==> config.mk <==
export PLATFORM = sky130hd
export DESIGN_NAME = dq_ptr
export DESIGN_NICKNAME = d
export VERILOG_FILES = /design/src/rtl/dq_pkg.sv /design/src/rtl/dq_ptr.sv
export SDC_FILE = /design/constraint.sdc
export NUM_CORES = 1
export LEC_CHECK = 0
export BUFFER_PORTS_ARGS = -buffer_cell sky130_fd_sc_hd__buf_4
export CORE_ASPECT_RATIO = 0.6
export CORE_UTILIZATION = 44
export CTS_BUF_LIST = sky130_fd_sc_hd__clkbuf_4 sky130_fd_sc_hd__clkbuf_8 sky130_fd_sc_hd__clkbuf_16
export CTS_CLUSTER_DIAMETER = 120
export CTS_CLUSTER_SIZE = 40
export DETAILED_ROUTE_END_ITERATION = 6
export GPL_ROUTABILITY_DRIVEN = 0
export PLACE_DENSITY_LB_ADDON = 0.05
export SETUP_SLACK_MARGIN = 0.15
export SYNTH_ARGS = -nofsm -noshare
export SYNTH_HDL_FRONTEND = slang
export SYNTH_SLANG_ARGS = --single-unit
==> constraint.sdc <==
create_clock -name clk -period 3 [get_ports clk]
set_input_delay 0 -clock clk [delete_from_list [all_inputs] [get_ports clk]]
set_output_delay 0 -clock clk [all_outputs]
set_load 0.02 [all_outputs]
==> src/rtl/dq_pkg.sv <==
package dq_pkg;

	localparam int DEPTH      = 256;
	localparam int DATA_WIDTH = 32;

	localparam int ADDR_W = $clog2(DEPTH);
	localparam int CNT_W  = $clog2(DEPTH + 1);

	localparam int OP_FIELD_W    = 3;
	localparam int DATA_FIELD_W  = 32;
	localparam int POS_FIELD_W   = 8;
	localparam int STAT_FIELD_W  = 2;
	localparam int COUNT_FIELD_W = 9;

	localparam int OFS_W = ((CNT_W > POS_FIELD_W) ? CNT_W : POS_FIELD_W) + 1;

	typedef enum logic [OP_FIELD_W-1:0] {
		OP_PUSH_FRONT = 3'd0,
		OP_PUSH_BACK  = 3'd1,
		OP_POP_FRONT  = 3'd2,
		OP_POP_BACK   = 3'd3,
		OP_PEEK_FRONT = 3'd4,
		OP_PEEK_BACK  = 3'd5,
		OP_READ_AT    = 3'd6
	} op_t;

	typedef enum logic [STAT_FIELD_W-1:0] {
		ST_OK    = 2'd0,
		ST_EMPTY = 2'd1,
		ST_FULL  = 2'd2
	} status_t;

	typedef struct packed {
		logic                  we;
		logic                  re;
		logic [ADDR_W-1:0]     addr;
		logic [DATA_WIDTH-1:0] wdata;
	} mem_req_t;

	typedef struct packed {
		status_t            status;
		logic               rd;
		logic [CNT_W-1:0]   count;
	} op_res_t;

	// Adds an offset below DEPTH to a slot index and wraps once.
	function automatic logic [ADDR_W-1:0] wrap_add(logic [ADDR_W-1:0] base,
			logic [OFS_W-1:0] ofs);
		logic [OFS_W:0] sum;
		sum = (OFS_W+1)'(base) + (OFS_W+1)'(ofs);
		if (sum >= (OFS_W+1)'(DEPTH)) begin
			sum = sum - (OFS_W+1)'(DEPTH);
		end
		return ADDR_W'(sum);
	endfunction

endpackage

==> src/rtl/dq_ptr.sv <==
module dq_ptr (
	input  logic                              clk,
	input  logic                              arst_n,
	input  logic                              accept,
	input  logic [dq_pkg::OP_FIELD_W-1:0]     op,
	input  logic [dq_pkg::DATA_FIELD_W-1:0]   value,
	input  logic [dq_pkg::POS_FIELD_W-1:0]    position,
	output dq_pkg::mem_req_t                  mreq,
	output dq_pkg::op_res_t                   ores
);
	import dq_pkg::*;

	logic [ADDR_W-1:0] head_q, head_d;
	logic [CNT_W-1:0]  occ_q, occ_d;
	logic              full, empty;
	logic [OFS_W-1:0]  occ_ofs, back_ofs, pos_ofs, one_ofs;

	assign full     = (occ_q == CNT_W'(DEPTH));
	assign empty    = (occ_q == '0);
	assign occ_ofs  = OFS_W'(occ_q);
	assign back_ofs = OFS_W'(occ_q - CNT_W'(1));
	assign pos_ofs  = OFS_W'(position);
	assign one_ofs  = OFS_W'(1);

	always_comb begin
		head_d       = head_q;
		occ_d        = occ_q;
		mreq.we      = 1'b0;
		mreq.re      = 1'b0;
		mreq.addr    = head_q;
		mreq.wdata   = DATA_WIDTH'(value);
		ores.status  = ST_OK;
		ores.rd      = 1'b0;
		case (op_t'(op))
			OP_PUSH_FRONT: begin
				if (full) begin
					ores.status = ST_FULL;
				end else begin
					head_d    = (head_q == '0) ? ADDR_W'(DEPTH - 1) : head_q - ADDR_W'(1);
					mreq.we   = 1'b1;
					mreq.addr = head_d;
					occ_d     = occ_q + CNT_W'(1);
				end
			end
			OP_PUSH_BACK: begin
				if (full) begin
					ores.status = ST_FULL;
				end else begin
					mreq.we   = 1'b1;
					mreq.addr = wrap_add(head_q, occ_ofs);
					occ_d     = occ_q + CNT_W'(1);
				end
			end
			OP_POP_FRONT: begin
				if (empty) begin
					ores.status = ST_EMPTY;
				end else begin
					mreq.re   = 1'b1;
					mreq.addr = head_q;
					head_d    = wrap_add(head_q, one_ofs);
					occ_d     = occ_q - CNT_W'(1);
				end
			end
			OP_POP_BACK: begin
				if (empty) begin
					ores.status = ST_EMPTY;
				end else begin
					mreq.re   = 1'b1;
					mreq.addr = wrap_add(head_q, back_ofs);
					occ_d     = occ_q - CNT_W'(1);
				end
			end
			OP_PEEK_FRONT: begin
				if (empty) begin
					ores.status = ST_EMPTY;
				end else begin
					mreq.re   = 1'b1;
					mreq.addr = head_q;
				end
			end
			OP_PEEK_BACK: begin
				if (empty) begin
					ores.status = ST_EMPTY;
				end else begin
					mreq.re   = 1'b1;
					mreq.addr = wrap_add(head_q, back_ofs);
				end
			end
			OP_READ_AT: begin
				if (pos_ofs >= occ_ofs) begin
					ores.status = ST_EMPTY;
				end else begin
					mreq.re   = 1'b1;
					mreq.addr = wrap_add(head_q, pos_ofs);
				end
			end
			default: begin
			end
		endcase
		mreq.we    = mreq.we & accept;
		mreq.re    = mreq.re & accept;
		ores.rd    = mreq.re;
		ores.count = occ_d;
	end

	always_ff @(posedge clk or negedge arst_n) begin
		if (!arst_n) begin
			head_q <= '0;
			occ_q  <= '0;
		end else if (accept) begin
			head_q <= head_d;
			occ_q  <= occ_d;
		end
	end

endmodule

==> run_results.csv, run 1 <==
group,metric,value,unit
status,status,"finished, violations left",
status,violations,"negative setup slack",
worst_setup_path,crit_family,"compound AO/OA/AOI/OAI gates",
detailed_routing,routed_wl,12800,µm
detailed_routing,firstDrtPassIters,5,
timing,fin_crit_sh,104,%
pwr,p_sw,2.76,mW
worst_hold_path,hold_path_end,"mreq[18]",
pwr,p_seq_share,11.2,%
yosys,yosysWarnings,0,
pwr,p_leak,1.73,nW
timing,drv_slew,0,
yosys,dominantRegCellSynth,"dfrtp_1",
pwr,totalPowerFinal,5.17,mW
yosys,synthArstFlopShare,100,%
yosys,ys_ff_latch,17,
detailed_routing,wire_per_inst,21.2,µm
yosys,ys_types,58,
yosys,synthMuxAreaShare,4.22,%
cts,htree_levels,1,
grt,gr-usage-all-layers,30.7,%
yosys,synth-compound-area-share,30.3,%
worst_hold_path,worst_hold_startpoint,"value[18]",
grt,overflow,0,
yosys,syn_area,3530,µm²
pwr,pwr-share-comb,83.1,%
floorplanning,start_util,47.0,%
cts,clkSlewWorstSetupHoldPaths,0.06,ns
yosys,synthSimpleGateAreaFrac,20.5,%
timing,skew,0.00604,ns
worst_hold_path,holdPathStages,0,
yosys,synth_xor_xnor_area_share,5.46,%
worst_setup_path,path_max_fanout,7,
timing,fin_crit,3.12,ns
grt,grt_max_degree,30,
timing,rsz0062_at_grt,"yes",
cts,clk_latency,0.26,ns
timing,worstMarginPinSlew,0.601,ns
worst_setup_path,reg2reg_to,"occ_q[5]",
worst_setup_path,crit_type,"flop to output port",
worst_setup_path,slowest_stage,"or4_4",
yosys,synthAdderAreaFrac,14.5,%
pwr,p_int,2.41,mW
worst_setup_path,crit_buf_inv,3,
floorplanning,dieArea,8400,µm²
detailed_routing,vias_per_cell,6.33,
cts,cts_buffers,3,
yosys,yosys.area.top_type,"ha_1",
yosys,seq_area_frac_synth,12.0,%
job,max_cap_viol_count,0,
detailed_routing,drc_errors,0,
worst_setup_path,cp_common_cell,"buf_4",
finish,antenna_cells_inserted,0,
timing,slew_headroom,59.6,%
place,io_buffers,35,
timing,setup_tns,-0.123,ns
cts,clock_sink_count,17,
finish,layout-drive-gt1-share,23.7,%
worst_setup_path,max_stage_delay,0.50,ns
yosys,synth_most_common_cell,"a21oi_1",
worst_setup_path,crit_path_start_kind,"flop",
pwr,p_clk_share,5.8,%
pwr,power_density,1270,nW/µm²
detailed_routing,via_count,3833,
worst_setup_path,ff2ff_setup_slack,0.48,ns
floorplanning,rows,24,
timing,fmax,320,MHz
floorplanning,die_h,71.4,µm
grt,grt_pass1_vias,3503,
worst_setup_path,rr_worst_depth,9,
floorplanning,pin_count,100,
yosys,synth_area_leaders,"ha_1 (13%), dfrtp_1 (12%), buf_4 (7.2%)",
pwr,sw_frac_of_total,53.4,%
grt,grt_pass1_wl,19900,µm
worst_setup_path,crit_path_end_kind,"output port",
cts,clockBufferDepth,2,
yosys,synth_top_cells_by_count,"a21oi_1 (48), nor2_1 (43), o21ai_0 (39), ha_1 (36), buf_4 (34)",
pwr,ir_drop,0.683,mV
finish,nets,588,
yosys,synth_cells,489,
yosys,synth_edf_count,0,
cts,cts-root-buf,"clkbuf_16",
timing,setup_violations,1,
yosys,synth_top_family_by_area,"compound AO/OA/AOI/OAI gates",
detailed_routing,drt_first_iter_violations,443,
yosys,synthesis.nets,574,
detailed_routing,postRouteAntennaNets,0,
timing,hold_viol,0,
yosys,synth.avg_cell_area,7.22,µm²
worst_setup_path,crit_required,3.00,ns
worst_setup_path,worstReg2RegStart,"occ_q[1]",
worst_hold_path,hold_path.class,"input pin to output port",
grt,grt_antenna_before_repair,0,
finish,area_delta_synth_final,15.5,%
yosys,synth_top_area_share,12.8,%
floorplanning,core,7510,µm²
floorplanning,die_x,118,µm
cts,cts_tree,"built",
worst_setup_path,cp.arrival,3.12,ns
worst_setup_path,crit_chain,"buf_4 -> nor3_2 -> buf_4 -> xnor2_1 -> ha_1 -> o211ai_1 -> o211ai_1 -> a21oi_2 -> xnor2_2 -> or4_4 -> a41oi_2 -> buf_4",
timing,setup_ws,-0.123,ns
place,dp_hpwl,10100,µm
-- power by group through the flow --
stage	Sequential [mW]	Combinational (mW)	Clock, mW
after floorplan	0.475	2.68	0
after global placement	0.546	3.74	0
after detailed placement	0.548	3.76	0
after CTS	0.547	3.84	0.307
after global routing	0.599	4.63	0.312
final	0.579	4.30	0.298
-- per-layer routing --
layer	GRT usage (%)	share of wire, %	routed length (µm)	up-vias
met5	0	0	0	-
met4	5.56	1.2	155	0
met3	12.6	15	1890	38
met2	41.0	38	4880	228
met1	45.3	46	5920	1778
li1	-	-	-	1789
-- flip-flops by register name, indices dropped and copies added, names as in the netlist --
register	cells
head_q	8
occ_q	9
-- layout by cell type, fill, tap and decap left out, drive strengths merged, types with 6 or more instances in the layout --
cell    count
buf        70
a21oi      48
nor2       43
o21ai      41
ha         36
nand2      31
inv        23
xnor2      17
dfrtp      17
nand3      15
nor3       11
mux2i      10
a211oi      9
o211ai      8
o31ai       8
and3        8
a21o        7
nand2b      6
o21a        6
a31oi       6
-- cell type report --
type / count / area, µm²
well taps: 104 / 130
flip-flops and latches: 17 / 433
clock buffers: 3 / 75.1
repair buffers: 71 / 539
fillers: 766 / 3430
multi-input cells: 387 / 2810
inverters: 23 / 86.3
clock inverters: 1 / 7.51
-- through the flow --
stage	setup WS, ns	std cells	hold WS (ns)	instance area [µm²]	utilization, %
2_1_floorplan	0.253	489	-0.296	3540	-
3_3_place_gp	0.189	593	-0.103	3770	50.2
3_5_place_dp	0.147	593	-0.0955	3770	50.2
4_1_cts	-0.0389	599	0.000137	3890	51.9
5_1_grt	-0.216	606	0.0000275	4080	54.3
6_report	-0.123	606	0.00000776	4080	54.3
-- cell families after synthesis --
family / Yosys count
and+or+nand+nor: 144
muxes: 14
adders and majority gates: 39
buffers and inverters: 85
AOI/OAI and AO/OA: 168
xor gates and xnor gates: 22
DFF: 17
-- how the worst max path moves through the flow --
stage | startpoint | endpoint | slack, ns | depth (start not counted)
global placement | occ_q[0] | mreq[39] | 0.19 | 12
finish | occ_q[0] | mreq[39] | -0.12 | 12
CTS | occ_q[1] | mreq[39] | -0.04 | 12
global route | occ_q[1] | mreq[39] | -0.22 | 12
floorplan | occ_q[0] | mreq[39] | 0.25 | 11
detailed placement | occ_q[0] | mreq[39] | 0.15 | 12
-- what timing repair did --
| action | 4_1_cts | 5_1_grt |
|---|---|---|
| hold buffers | 1 | 0 |
| endpoints found under the setup margin | 4 | 13 |
| pin swaps | 1 | 18 |
| setup buffers | 1 | 7 |
| gates resized for setup | 6 | 35 |
| endpoints found under the hold margin | 17 | 0 |
Note: power is estimated with default switching activity, not from simulation.
==> run 2: changes to the inputs <==
--- a/config.mk
+++ b/config.mk
@@ -6,7 +6,6 @@
 export NUM_CORES = 1
 export LEC_CHECK = 0
 export BUFFER_PORTS_ARGS = -buffer_cell sky130_fd_sc_hd__buf_4
-export CORE_ASPECT_RATIO = 0.6
 export CORE_UTILIZATION = 44
 export CTS_BUF_LIST = sky130_fd_sc_hd__clkbuf_4 sky130_fd_sc_hd__clkbuf_8 sky130_fd_sc_hd__clkbuf_16
 export CTS_CLUSTER_DIAMETER = 120
==> run 2 against run 1 <==
Maximum frequency increased by 5.2%. Cell count up 0.17%. Sequential power decreased by 8.8%. Sequential cell count unchanged. The run now ends clean. Count of clock-buffer cells in the layout is the same. Non-clock buffer count grew 3. Critical path type unchanged. Design area shrank 1.2%. Register-to-register slack improved by 0.02 ns. Largest power group unchanged. Highest routed layer unchanged. Largest cell class unchanged.
==> run_results.csv, run 2 (synthesis results as in run 1) <==
group,metric,value,unit
detailed_routing,wire_per_inst,20.1,µm
finish,layout_commonest_cell,"buf_4",
pwr,ir_drop,0.639,mV
timing,hold_viol,0,
worst_setup_path,crit_family,"simple AND/OR/NAND/NOR gates",
grt,overflow,0,
cts,clk_latency,0.26,ns
cts,htree_levels,1,
detailed_routing,vias_per_cell,6.22,
timing,fin_crit_sh,99.0,%
worst_setup_path,crit_required,3.00,ns
floorplanning,core,7730,µm²
worst_setup_path,cp.arrival,2.97,ns
floorplanning,die_h,91.6,µm
cts,clkSlewWorstSetupHoldPaths,0.08,ns
finish,reg.largest.list,"occ_q x9, head_q x8",
floorplanning,dieArea,8390,µm²
timing,worstMarginPinSlew,0.563,ns
worst_setup_path,path_max_fanout,4,
grt,grt_antenna_before_repair,0,
timing,fin_crit,2.97,ns
detailed_routing,drc_errors,0,
finish,antenna_cells_inserted,0,
detailed_routing,via_count,3773,
status,status,"completed",
worst_hold_path,hold_path.class,"input pin to output port",
finish,fillers,747,
job,max_cap_viol_count,0,
cts,cts_tree,"built",
grt,grt_pass1_wl,19400,µm
cts,clock_sink_count,17,
detailed_routing,routed_wl,12200,µm
timing,setup_ws,0.0310,ns
place,postPlaceCellArea,3790,µm²
worst_setup_path,crit_path_end_kind,"output port",
worst_setup_path,crit_chain,"inv_2 -> ha_4 -> nor3b_4 -> buf_4 -> nand3_2 -> xnor2_1 -> ha_1 -> o21a_1 -> a21oi_2 -> xnor2_1 -> or4_1 -> a41oi_2 -> buf_4",
floorplanning,die_x,91.6,µm
place,pre_cts_ws,0.140,ns
place,dp_hpwl,9280,µm
timing,drv_slew,0,
timing,rsz0062_at_grt,"yes",
cts,cts-root-buf,"clkbuf_8",
worst_setup_path,timing.critical_path.from,"occ_q[0]",
detailed_routing,postRouteAntennaNets,0,
grt,grt_max_degree,30,
detailed_routing,firstDrtPassIters,5,
timing,fmax,337,MHz
floorplanning,rows,32,
worst_setup_path,crit_path_start_kind,"flop",
finish,nets,591,
worst_setup_path,worstReg2RegStart,"occ_q[1]",
worst_setup_path,crit_type,"flop to output port",
grt,gr-usage-all-layers,29.9,%
floorplanning,start_util,45.7,%
cts,clockBufferDepth,2,
timing,skew,0.00362,ns
pwr,p_leak,1.72,nW
floorplanning,pin_count,100,
finish,largest_register_ffs,9,
grt,grt_pass1_vias,3596,
finish,area_delta_synth_final,14.1,%
timing,setup_violations,0,
pwr,power_density,1220,nW/µm²
timing,slew_headroom,62.5,%
finish,finish.instance_area,4030,µm²
detailed_routing,drt_first_iter_violations,409,
worst_setup_path,max_stage_delay,0.43,ns
finish,regMostFlops,"occ_q",
worst_hold_path,worst_hold_startpoint,"value[8]",
place,io_buffers,35,
cts,cts_buffers,3,
worst_setup_path,crit_buf_inv,3,
timing,setup_tns,0,ns
finish,mostFrequentLayoutCells,"buf_4 (73), nor2_1 (43), a21oi_1 (39), o21ai_0 (38), ha_1 (34)",
finish,layout-drive-gt1-share,22.8,%
worst_setup_path,slowest_stage,"or4_1",
pwr,totalPowerFinal,4.92,mW
-- run 2: path summary, 6_finish.rpt --
path                                   to  slack, ns  cells past startpoint
worst min register to register   occ_q[8]       0.68                      2
min in group asynchronous       head_q[4]       0.14                      2
worst max register to register   occ_q[1]       0.50                     10
worst max-delay path             mreq[39]       0.03                     13
worst min-delay path              mreq[8]   0.000007                      0
max in group asynchronous        occ_q[2]       2.65                      2
-- run 2: through the flow --
| stage | utilization (%) | hold WS, ns | std cells |
|---|---|---|---|
| 6_report | 52.1 | 0.00000715 | 607 |
| 5_1_grt | 52.1 | 0.0000292 | 607 |
| 4_1_cts | 51.2 | 0.000137 | 605 |
| 3_5_place_dp | 49.1 | -0.113 | 595 |
| 3_3_place_gp | 49.1 | -0.117 | 595 |
| 2_1_floorplan | - | -0.296 | 489 |
-- run 2: layout make-up --
class,instances,area (µm²),area share [%]
clock inverter,1,7.51,0.186
multi-input combinational,387,2780,68.9
inverter,23,86.3,2.14
sequential,17,432,10.7
tap,102,128,3.17
timing repair buffer,74,558,13.9
clock buffer,3,41.3,1.03
-- run 2: power breakdown --
group | total, mW | switching, mW | internal [mW]
clock network | 0.188 | 0.0938 | 0.0937
logic | 4.20 | 2.36 | 1.84
registers | 0.528 | 0.193 | 0.336
total | 4.92 | 2.65 | 2.27
-- run 2: what timing repair did --
item,4_1_cts,5_1_grt
pin swaps,5,5
gates resized for setup,16,16
setup endpoints to repair,3,9
hold endpoints to repair,17,0
setup buffers,5,2
hold buffers,1,0
-- run 2: metal layers --
layer	track usage, %	up-vias	routed length, µm
li1	-	1795	-
met1	42.7	1766	5480
met2	46.6	178	5480
met3	4.27	34	984
met4	8.33	0	270
met5	0	-	0
